[config.mk]
export PLATFORM = sky130hd
export DESIGN_NAME = iir_filter_direct_form_one_top
export DESIGN_NICKNAME = d
export VERILOG_FILES = /design/src/design/iirdf1_pkg.sv /design/src/design/iirdf1_cell.sv /design/src/design/iirdf1_mac.sv /design/src/design/iir_filter_direct_form_one_top.sv
export SDC_FILE = /design/constraint.sdc
export NUM_CORES = 2
export LEC_CHECK = 0
export ABC_AREA = 1
export BUFFER_PORTS_ARGS = -buffer_cell sky130_fd_sc_hd__buf_2
export CORE_MARGIN = 1
export CORE_UTILIZATION = 58
export CTS_CLUSTER_SIZE = 8
export DETAILED_ROUTE_END_ITERATION = 6
export HOLD_SLACK_MARGIN = 0.1
export PLACE_DENSITY = 0.79
export RECOVER_POWER = 50
export SLEW_MARGIN = 20
export SYNTH_ARGS = -nofsm -noshare
export SYNTH_HDL_FRONTEND = slang
export SYNTH_HIERARCHICAL = 1
export SYNTH_SLANG_ARGS = --single-unit
[constraint.sdc]
create_clock -name clock -period 7.1 [get_ports clock]
set_clock_uncertainty 0.15 [all_clocks]
set_input_delay 1.42 -clock clock [delete_from_list [all_inputs] [get_ports clock]]
set_output_delay 1.42 -clock clock [all_outputs]
set_load 0.05 [all_outputs]
[src/design/iirdf1_pkg.sv]
package iirdf1_pkg;

   // sample, tap and output width
   localparam int DATA_W = 32;

   // configuration port
   localparam int CSR_IDX_W  = 3;
   localparam int CSR_DATA_W = 64;

   // stored tap counts, independent of the configured orders
   localparam int FF_TAPS = 5;
   localparam int FB_TAPS = 6;

   // register indexes
   localparam logic [CSR_IDX_W-1:0] CSR_FF_TAPS_0_1 = 3'd0;
   localparam logic [CSR_IDX_W-1:0] CSR_FF_TAPS_2_3 = 3'd1;
   localparam logic [CSR_IDX_W-1:0] CSR_FF_TAP_4    = 3'd2;
   localparam logic [CSR_IDX_W-1:0] CSR_FB_TAPS_0_1 = 3'd3;
   localparam logic [CSR_IDX_W-1:0] CSR_FB_TAPS_2_3 = 3'd4;
   localparam logic [CSR_IDX_W-1:0] CSR_FB_TAPS_4_5 = 3'd5;

   // per-cell control
   typedef struct packed {
      logic load;
      logic rotate;
   } cell_ctrl_type;

endpackage

[src/design/iirdf1_cell.sv]
module iirdf1_cell import iirdf1_pkg::*; (
   input  logic              clock,
   input  logic              reset,
   input  cell_ctrl_type     ctrl,
   input  logic [DATA_W-1:0] nbr_data,
   input  logic [DATA_W-1:0] load_data,
   output logic [DATA_W-1:0] data
);

   logic [DATA_W-1:0] data_ff;
   logic [DATA_W-1:0] data_in;

   // load wins over rotation, otherwise hold
   always_comb begin
      data_in = data_ff;
      if (ctrl.load) begin
         data_in = load_data;
      end else if (ctrl.rotate) begin
         data_in = nbr_data;
      end
   end

   always_ff @(posedge clock) begin
      if (reset) begin
         data_ff <= '0;
      end else begin
         data_ff <= data_in;
      end
   end

   assign data = data_ff;

endmodule

[src/design/iirdf1_mac.sv]
module iirdf1_mac import iirdf1_pkg::*; (
   input  logic              clock,
   input  logic              clear,
   input  logic              enable,
   input  logic [DATA_W-1:0] operand,
   input  logic [DATA_W-1:0] tap,
   output logic [DATA_W-1:0] acc
);

   logic [DATA_W-1:0] acc_ff;
   logic [DATA_W-1:0] acc_in;
   logic [DATA_W-1:0] prod_low;

   // low half of the product, everything wraps mod 2^32
   assign prod_low = operand * tap;

   always_comb begin
      acc_in = acc_ff;
      if (clear) begin
         acc_in = '0;
      end else if (enable) begin
         acc_in = acc_ff + prod_low;
      end
   end

   always_ff @(posedge clock) begin
      acc_ff <= acc_in;
   end

   assign acc = acc_ff;

endmodule

[src/design/iir_filter_direct_form_one_top.sv]
// a producing sample runs through ST_MAC, where the ring of cells rotates once past one shared
// MAC, then ST_DONE, which waits while an earlier result is still unaccepted and then registers
// its result; a filling sample goes from ST_IDLE straight to ST_DONE; a new sample is taken only
// in ST_IDLE, after the last one has left ST_DONE; the output register lets the next sample in
// while a result waits
// reset: synchronous, clears taps, input window, output history and fill count
module iir_filter_direct_form_one_top import iirdf1_pkg::*; #(
   parameter int FEEDFORWARD_ORDER = 4,
   parameter int FEEDBACK_ORDER    = 6
) (
   input  logic                  clock,
   input  logic                  reset,
   input  logic                  req_tvalid,
   output logic                  req_tready,
   input  logic [DATA_W-1:0]     req_tdata,    // [31:0] sample
   output logic                  rsp_tvalid,
   input  logic                  rsp_tready,
   output logic [DATA_W-1:0]     rsp_tdata,    // [31:0] filtered
   input  logic                  csr_we,
   input  logic [CSR_IDX_W-1:0]  csr_index,
   input  logic [CSR_DATA_W-1:0] csr_wdata
);

   localparam int NT     = FEEDFORWARD_ORDER + 1 + FEEDBACK_ORDER;
   localparam int CNT_W  = $clog2(NT);
   localparam int FILL_W = $clog2(FEEDFORWARD_ORDER + 1);
   localparam logic [CNT_W-1:0]  LAST_TERM = CNT_W'(NT - 1);
   localparam logic [FILL_W-1:0] FILL_FULL = FILL_W'(FEEDFORWARD_ORDER);

   typedef enum logic [2:0] {
      ST_IDLE = 3'b001,
      ST_MAC  = 3'b010,
      ST_DONE = 3'b100
   } state_type;

   state_type         state_ff, state_in;
   logic [CNT_W-1:0]  cnt_ff, cnt_in;
   logic [FILL_W-1:0] fill_ff, fill_in;
   logic              produce_ff, produce_in;
   logic              rsp_valid_ff, rsp_valid_in;
   logic [DATA_W-1:0] rsp_data_ff, rsp_data_in;

   logic [DATA_W-1:0] ff_tap_ff [FF_TAPS];
   logic [DATA_W-1:0] fb_tap_ff [FB_TAPS];

   logic              accept;
   logic              advance;
   logic [DATA_W-1:0] mac_acc;
   logic [DATA_W-1:0] cell_q    [NT];
   logic [DATA_W-1:0] load_d    [NT];
   logic [DATA_W-1:0] term_tap  [NT];
   cell_ctrl_type     cell_ctrl [NT];

   // handshake
   assign req_tready = (state_ff == ST_IDLE);
   assign accept     = req_tvalid & req_tready;
   assign advance    = (state_ff == ST_DONE) &&
                       (!produce_ff || !rsp_valid_ff || rsp_tready);
   assign rsp_tvalid = rsp_valid_ff;
   assign rsp_tdata  = rsp_data_ff;

   // tap registers
   always_ff @(posedge clock) begin
      if (reset) begin
         for (int i = 0; i < FF_TAPS; i++) ff_tap_ff[i] <= '0;
         for (int i = 0; i < FB_TAPS; i++) fb_tap_ff[i] <= '0;
      end else if (csr_we) begin
         unique case (csr_index)
            CSR_FF_TAPS_0_1: begin
               ff_tap_ff[0] <= csr_wdata[31:0];
               ff_tap_ff[1] <= csr_wdata[63:32];
            end
            CSR_FF_TAPS_2_3: begin
               ff_tap_ff[2] <= csr_wdata[31:0];
               ff_tap_ff[3] <= csr_wdata[63:32];
            end
            CSR_FF_TAP_4: begin
               ff_tap_ff[4] <= csr_wdata[31:0];
            end
            CSR_FB_TAPS_0_1: begin
               fb_tap_ff[0] <= csr_wdata[31:0];
               fb_tap_ff[1] <= csr_wdata[63:32];
            end
            CSR_FB_TAPS_2_3: begin
               fb_tap_ff[2] <= csr_wdata[31:0];
               fb_tap_ff[3] <= csr_wdata[63:32];
            end
            CSR_FB_TAPS_4_5: begin
               fb_tap_ff[4] <= csr_wdata[31:0];
               fb_tap_ff[5] <= csr_wdata[63:32];
            end
            default: begin
            end
         endcase
      end
   end

   // ring of cells: window (oldest first), new sample, history (latest first)
   for (genvar p = 0; p < NT; p++) begin : g_ring
      if (p < FEEDFORWARD_ORDER) begin : g_win
         assign load_d[p]        = cell_q[p+1];
         assign cell_ctrl[p].load = advance;
         assign term_tap[p]      = ff_tap_ff[p];
      end else if (p == FEEDFORWARD_ORDER) begin : g_new
         assign load_d[p]        = req_tdata;
         assign cell_ctrl[p].load = accept;
         assign term_tap[p]      = ff_tap_ff[p];
      end else if (p == FEEDFORWARD_ORDER + 1) begin : g_hist0
         assign load_d[p]        = mac_acc;
         assign cell_ctrl[p].load = advance & produce_ff;
         assign term_tap[p]      = fb_tap_ff[p-FEEDFORWARD_ORDER-1];
      end else begin : g_hist
         assign load_d[p]        = cell_q[p-1];
         assign cell_ctrl[p].load = advance & produce_ff;
         assign term_tap[p]      = fb_tap_ff[p-FEEDFORWARD_ORDER-1];
      end
      assign cell_ctrl[p].rotate = (state_ff == ST_MAC);

      iirdf1_cell u_cell (
         .clock     (clock),
         .reset     (reset),
         .ctrl      (cell_ctrl[p]),
         .nbr_data  (cell_q[(p+1) % NT]),
         .load_data (load_d[p]),
         .data      (cell_q[p])
      );
   end

   // shared multiply-accumulate on the head of the ring
   iirdf1_mac u_mac (
      .clock   (clock),
      .clear   (accept),
      .enable  (state_ff == ST_MAC),
      .operand (cell_q[0]),
      .tap     (term_tap[cnt_ff]),
      .acc     (mac_acc)
   );

   // sequencer
   always_comb begin
      state_in     = state_ff;
      cnt_in       = cnt_ff;
      fill_in      = fill_ff;
      produce_in   = produce_ff;
      rsp_valid_in = rsp_valid_ff;
      rsp_data_in  = rsp_data_ff;
      if (rsp_valid_ff && rsp_tready) begin
         rsp_valid_in = 1'b0;
      end
      unique case (state_ff)
         ST_IDLE: begin
            if (accept) begin
               produce_in = (fill_ff == FILL_FULL);
               cnt_in     = '0;
               state_in   = (fill_ff == FILL_FULL) ? ST_MAC : ST_DONE;
            end
         end
         ST_MAC: begin
            cnt_in = cnt_ff + CNT_W'(1);
            if (cnt_ff == LAST_TERM) begin
               state_in = ST_DONE;
            end
         end
         ST_DONE: begin
            if (advance) begin
               state_in = ST_IDLE;
               if (produce_ff) begin
                  rsp_valid_in = 1'b1;
                  rsp_data_in  = mac_acc;
               end else begin
                  fill_in = fill_ff + FILL_W'(1);
               end
            end
         end
         default: begin
            state_in = ST_IDLE;
         end
      endcase
   end

   always_ff @(posedge clock) begin
      if (reset) begin
         state_ff     <= ST_IDLE;
         cnt_ff       <= '0;
         fill_ff      <= '0;
         produce_ff   <= 1'b0;
         rsp_valid_ff <= 1'b0;
      end else begin
         state_ff     <= state_in;
         cnt_ff       <= cnt_in;
         fill_ff      <= fill_in;
         produce_ff   <= produce_in;
         rsp_valid_ff <= rsp_valid_in;
      end
   end

   always_ff @(posedge clock) begin
      rsp_data_ff <= rsp_data_in;
   end

endmodule
* Yosys cells after proc, flatten, opt, wreduce, memory -nomap -nowiden
Memory sizes are Yosys's and may differ from the RTL's.
Index checks and enable logic that the tools add are counted.
** Word-level totals
- Register bits :: 428
- Bits in writable memories :: 352
- Input bits :: 104
- Output and inout port bits :: 34
- Word-level logic and storage cells :: 142
- Memories kept :: 2
** Memory list
- fb_tap_ff :: depth 6, width 32, read ports 6, clocked after Yosys merged registers in 0, write ports 6, line iir_filter_direct_form_one_top.sv:44 : logic [DATA_W-1:0] fb_tap_ff [FB_TAPS];
- ff_tap_ff :: depth 5, width 32, read ports 5, clocked after Yosys merged registers in 0, write ports 5, line iir_filter_direct_form_one_top.sv:43 : logic [DATA_W-1:0] ff_tap_ff [FF_TAPS];
** Operators by class
- Add/subtract/negate cells :: 3
- Multiply operators :: 1
- Order comparisons :: 1
- Eq/ne operators :: 13
- Mux-type cells :: 73
- Bitwise logic cells :: 15
- Reduce and logical (&&, ||, !) cells :: 16
** Operators by type and width (count)
- 32-bit 2-to-1 mux :: 35
- 32-bit binary-select mux with 4-bit select :: 1
- 32-bit adder :: 1
- 32-bit by 32-bit multiplier with 32-bit output :: 1
- 1-bit 2-to-1 mux :: 30
- 3-bit equality test (second input constant) :: 4
- 3-bit 2-to-1 mux :: 4
- 1-bit OR :: 11
- 3-bit by 2-bit equality test with 1-bit output (second input constant) :: 3
- 3-bit one-hot mux with 3 select lines :: 1
- 3-bit AND reduction :: 3
- 4-bit one-hot mux with 2 select lines :: 1
- 2-bit nonzero test :: 4
- 3-bit by 1-bit equality test with 1-bit output (second input constant) :: 2
- 5-bit >= comparator (second input constant) :: 1
- 4-bit NOT with 5-bit output :: 1
- 4-bit by 1-bit adder with 4-bit output (second input constant) :: 1
- 4-bit equality test (second input constant) :: 1
- 4-bit 2-to-1 mux :: 1
- 2-bit inequality test (second input constant) :: 2
- 2-bit AND reduction :: 2
- 3-bit by 1-bit adder with 3-bit output (second input constant) :: 1
- 3-bit zero test :: 1
- 1-bit AND :: 2
- other kinds (5) :: 8

* Depth between registers and ports, before layout
- Word-level depth :: 6
- Depth in mapped cells :: 43

* Cells and area by module
Netlist, hierarchy kept.
** Modules (own cells, without submodules)
- iirdf1_mac :: times used 1, cells an instance 2626, area each 19278.5 um^2
- iirdf1_cell :: times used 11, cells an instance 244, area each 1617.8 um^2
- iir_filter_direct_form_one_top :: times used 1, cells an instance 1642, area each 17042.6 um^2

* Worst setup path before layout
OpenSTA, ideal clock, no wires.
- Path type :: reg-to-reg
- Start :: register cnt_ff[0]
- End :: register u_mac.acc_ff[29] (netlist: u_mac/acc[29])
- Setup time :: 0.116 ns
- Data arrival time :: 7.264 ns
- Required time :: 6.834 ns
- Path slack :: -0.430 ns
- Cell stages (with the launch flop) :: 39
- Clock period less this slack :: 7.530 ns
- Cell sequence :: dfxtp_1 buf_4 nand2_1 inv_2 buf_6 buf_4 nand2_1 nand4_1 nand3_1 nand2_1 clkbuf_1 buf_1 nand2_1 inv_1 fa_1 fa_1 fa_1 inv_1 (+3 left out) inv_1 fa_1 inv_1 fa_1 inv_1 fa_1 inv_1 ha_1 a21oi_1 o21ai_0 a21oi_1 nand3_1 nand2_1 o211ai_1 a21oi_1 o21ai_1 o211ai_1 inv_1
** Between the ends
- Word-level cells in the longest chain between the ends :: 6
** Ends and longest elaborated chain
- from (decl) :: line iir_filter_direct_form_one_top.sv:37 : logic [CNT_W-1:0] cnt_ff, cnt_in;
- from (signal assigned) :: line iir_filter_direct_form_one_top.sv:190 : cnt_ff <= cnt_in;
- 4-bit NOT with 5-bit output (implied by the code) :: line iir_filter_direct_form_one_top.sv:135 : .tap (term_tap[cnt_ff]),
- 32-bit binary-select mux with 4-bit select :: line iir_filter_direct_form_one_top.sv:135
- 32-bit 2-to-1 mux (implied by the code) (2 in series) :: line iir_filter_direct_form_one_top.sv:135
- 32-bit by 32-bit multiplier with 32-bit output :: line iirdf1_mac.sv:15 : assign prod_low = operand * tap;
- 32-bit adder :: line iirdf1_mac.sv:22 : acc_in = acc_ff + prod_low;
- to (signal assigned) :: line iirdf1_mac.sv:27 : acc_ff <= acc_in;
- to (decl) :: line iirdf1_mac.sv:10 : logic [DATA_W-1:0] acc_ff;
Every way passes these cells. The select of a mux whose other input is x is not followed.
A chain may end at the register's enable or synchronous reset.

* Worst setup path in the final report
Same ends and word-level chain as after synthesis.

==> metrics.yaml <==
status: "complete, but fails checks"
violations: "DRC, capacitance limit, slew limit, setup timing"
cts_max_level: 3
synthCells: 6952
swShare_pct: 24.0
worst_setup_path_start_kind: "register"
hold_class: "reg -> reg"
vias: 46716
p_switching_mw: 2.49
drc: 1
setup_viol: 20
pin_count: 138
ys_seq_area_share_pct: 36.0
layout_common_cells: "1973 x nand2_1, 1472 x inv_1, 845 x nand3_1"
seq_power_share_pct: 47.9
start_util_pct: 58.8
grt.total_usage_pct: 32.9
slew-limit-headroom_pct: -167
fin_ws_ns: -0.537
final-hold-violation-count: 0
ant_nets: 0
nets: 7889
p_leak_nw: 33.2
cts_tree: "built"
antenna-diode-count: 0
fin_crit_sh_pct: 108
avgSynthCellArea_sq_um: 7.78
slowest_stage: "fa_1"
power_frac_comb_pct: 6.9
crit_type: "reg -> reg"
cts_root_buf: "clkbuf_16"
clock_sinks: 780
final-instance-count-excl-fill: 8503
vias_per_cell: 5.49
area_delta_synth_final_pct: 14.5
synth.distinct_cells: 46
syn_area_sq_mm: 0.0541
clock_latency_ns: 0.70
maxSlewViolCount: 744
antenna_found_initial: 4
worst_pin_slew_ns: 4.01
critPathBufInv: 16
dieArea_sq_mm: 0.0945
drt_first_pass_iters: 7
power_density_mw_per_mm2: 167
cp.arrival_ns: 8.12
grt_pass1_wl_mm: 243
yosysWarnings: 6
fmax_ghz: 0.131
portBuffers: 137
grt-ovfl-total: 0
place_congestion: 0.974
internal-power_mw: 7.88
drv_cap: 12
dp_cells: 8296
coreArea_sq_mm: 0.0921
grt_setup_unrepaired: "yes"
pwr-share-clk_pct: 45.2
peakVddDrop_mv: 0.236
final_common_cell: "nand2_1"
crit_family: "adder cells"
dpl.hpwl_mm: 106
numCtsBuffers: 108
grt_pass1_vias: 45900
die_h_um: 307
required_ns: 7.58
wirelength_mm: 158
cts_max_path_buffers: 3
fillCellCount: 7064
hold_slack_ns: 0.331
wl_per_cell_um: 18.6
critPathCaptureType: "register"
synth-seq-cells: 780
drt-initial-drc-count: 5720
clk_pin_slew_ns: 0.05
crit_fanout: 14
power_mw: 10.4
grt_max_degree: 181
cp_common_cell: "inv_1"
crit_path_max_incr_delay_ns: 0.56
fp.dieW_um: 307
syn-num-nets: 7622
drive_gt1_share_pct: 13.6
row_count: 111
period_minus_slack_ns: 7.64
logic make-up after synthesis:
family	Yosys count	share of synthesized area, %
compound gates	198	2.00
xor+xnor	37	0.613
fa+ha+maj	566	19.2
buf+inv	1930	15.0
flops	780	36.0
simple gates	3441	27.3
what timing repair did:
item                                    CTS  global route
cloned                                    3             6
endpoints found under the setup margin   20            22
hold buffers                              0             0
resized for setup                       107           174
buffers inserted                         13            35
pin swaps                                22           128
layout make-up:
cell class	instances	area, sq um	share of cell area [%]
multi-input cells	4242	27600	44.5
repair buffers	544	4620	7.46
flip-flops and latches	780	19500	31.4
clock buffers	143	2860	4.62
clock inverters	8	111	0.180
well taps	1243	1560	2.51
inverters	1543	5800	9.36
worst reg2reg max path: cells and delay by family, from the launching register on:
family	cells	cell delay (ns)
compound gates	5	0.59
fa+ha+maj	9	3.89
buf+inv	16	1.67
flops	1	0.38
simple gates	10	0.92
synth_stat cells, drive strengths merged:
cell | number | share of area [%]
buf | 281 | 3.5
a21oi | 57 | 0.55
a31o | 2 | 0.032
dfxtp | 396 | 15
or2 | 6 | 0.069
nand3 | 869 | 8.1
o21ai | 111 | 1.0
edfxtp | 384 | 21
a221oi | 1 | 0.016
nand4 | 72 | 0.84
nor3 | 6 | 0.055
nand3b | 3 | 0.042
xnor2 | 14 | 0.23
clkbuf | 106 | 0.74
nor2 | 355 | 2.8
inv | 1542 | 11
a31oi | 6 | 0.069
clkinv | 1 | 0.0069
o21a | 1 | 0.014
o21bai | 6 | 0.083
xor2 | 23 | 0.39
fa | 438 | 16
a21o | 5 | 0.069
nand2 | 2129 | 15
nor4 | 1 | 0.012
o221ai | 2 | 0.032
o211ai | 6 | 0.083
ha | 128 | 3.0
a21boi | 1 | 0.014
worst paths after layout:
| path | from | to | slack (ns) | cells after the start |
|---|---|---|---|---|
| max | cnt_ff[0] | u_mac/acc[29] | -0.54 | 40 |
| min | fill_ff[2] | fill_ff[2] | 0.33 | 2 |
| max reg2reg | cnt_ff[0] | u_mac/acc[29] | -0.54 | 40 |
| min reg2reg | fill_ff[2] | fill_ff[2] | 0.33 | 2 |
registers in the layout (all words and copies together), names as in the netlist:
register / cells
state_ff: 3
cnt_ff: 4
produce_ff: 1
rsp_tvalid: 1
fb_tap_ff: 192
fill_ff: 3
g_ring.u_cell/data: 352
ff_tap_ff: 160
rsp_tdata: 32
u_mac/acc: 32
per-layer routing:
| layer | track usage (%) | up-vias | share of wire [%] |
|---|---|---|---|
| met5 | 0 | - | 0.025 |
| met4 | 15.6 | 6 | 5.3 |
| met3 | 6.52 | 535 | 11 |
| met2 | 53.9 | 2662 | 47 |
| met1 | 41.9 | 22116 | 37 |
| li1 | - | 21397 | - |
power groups by stage:
stage	sequential [mW]	combinational (mW)	clock, mW
after floorplan	5.03	0.434	0
after global placement	5.04	0.647	0
after detailed placement	5.05	0.661	0
after CTS	4.96	0.672	4.68
after global routing	4.98	0.761	4.89
final	4.97	0.715	4.68
metrics by stage:
stage                     worst slack (ns)  area (sq um)  utilization (%)  setup TNS [ns]
after floorplan                    0.00133         54500                -               0
after global placement              -0.452         57500             62.4           -5.25
after detailed placement            -0.541         57500             62.4           -7.38
after CTS                           -0.393         61100             66.3           -4.02
after global routing                -0.742         62000             67.3          -12.17
final                               -0.537         62000             67.3           -7.94
No activity file was read; power rests on OpenSTA's default activity.
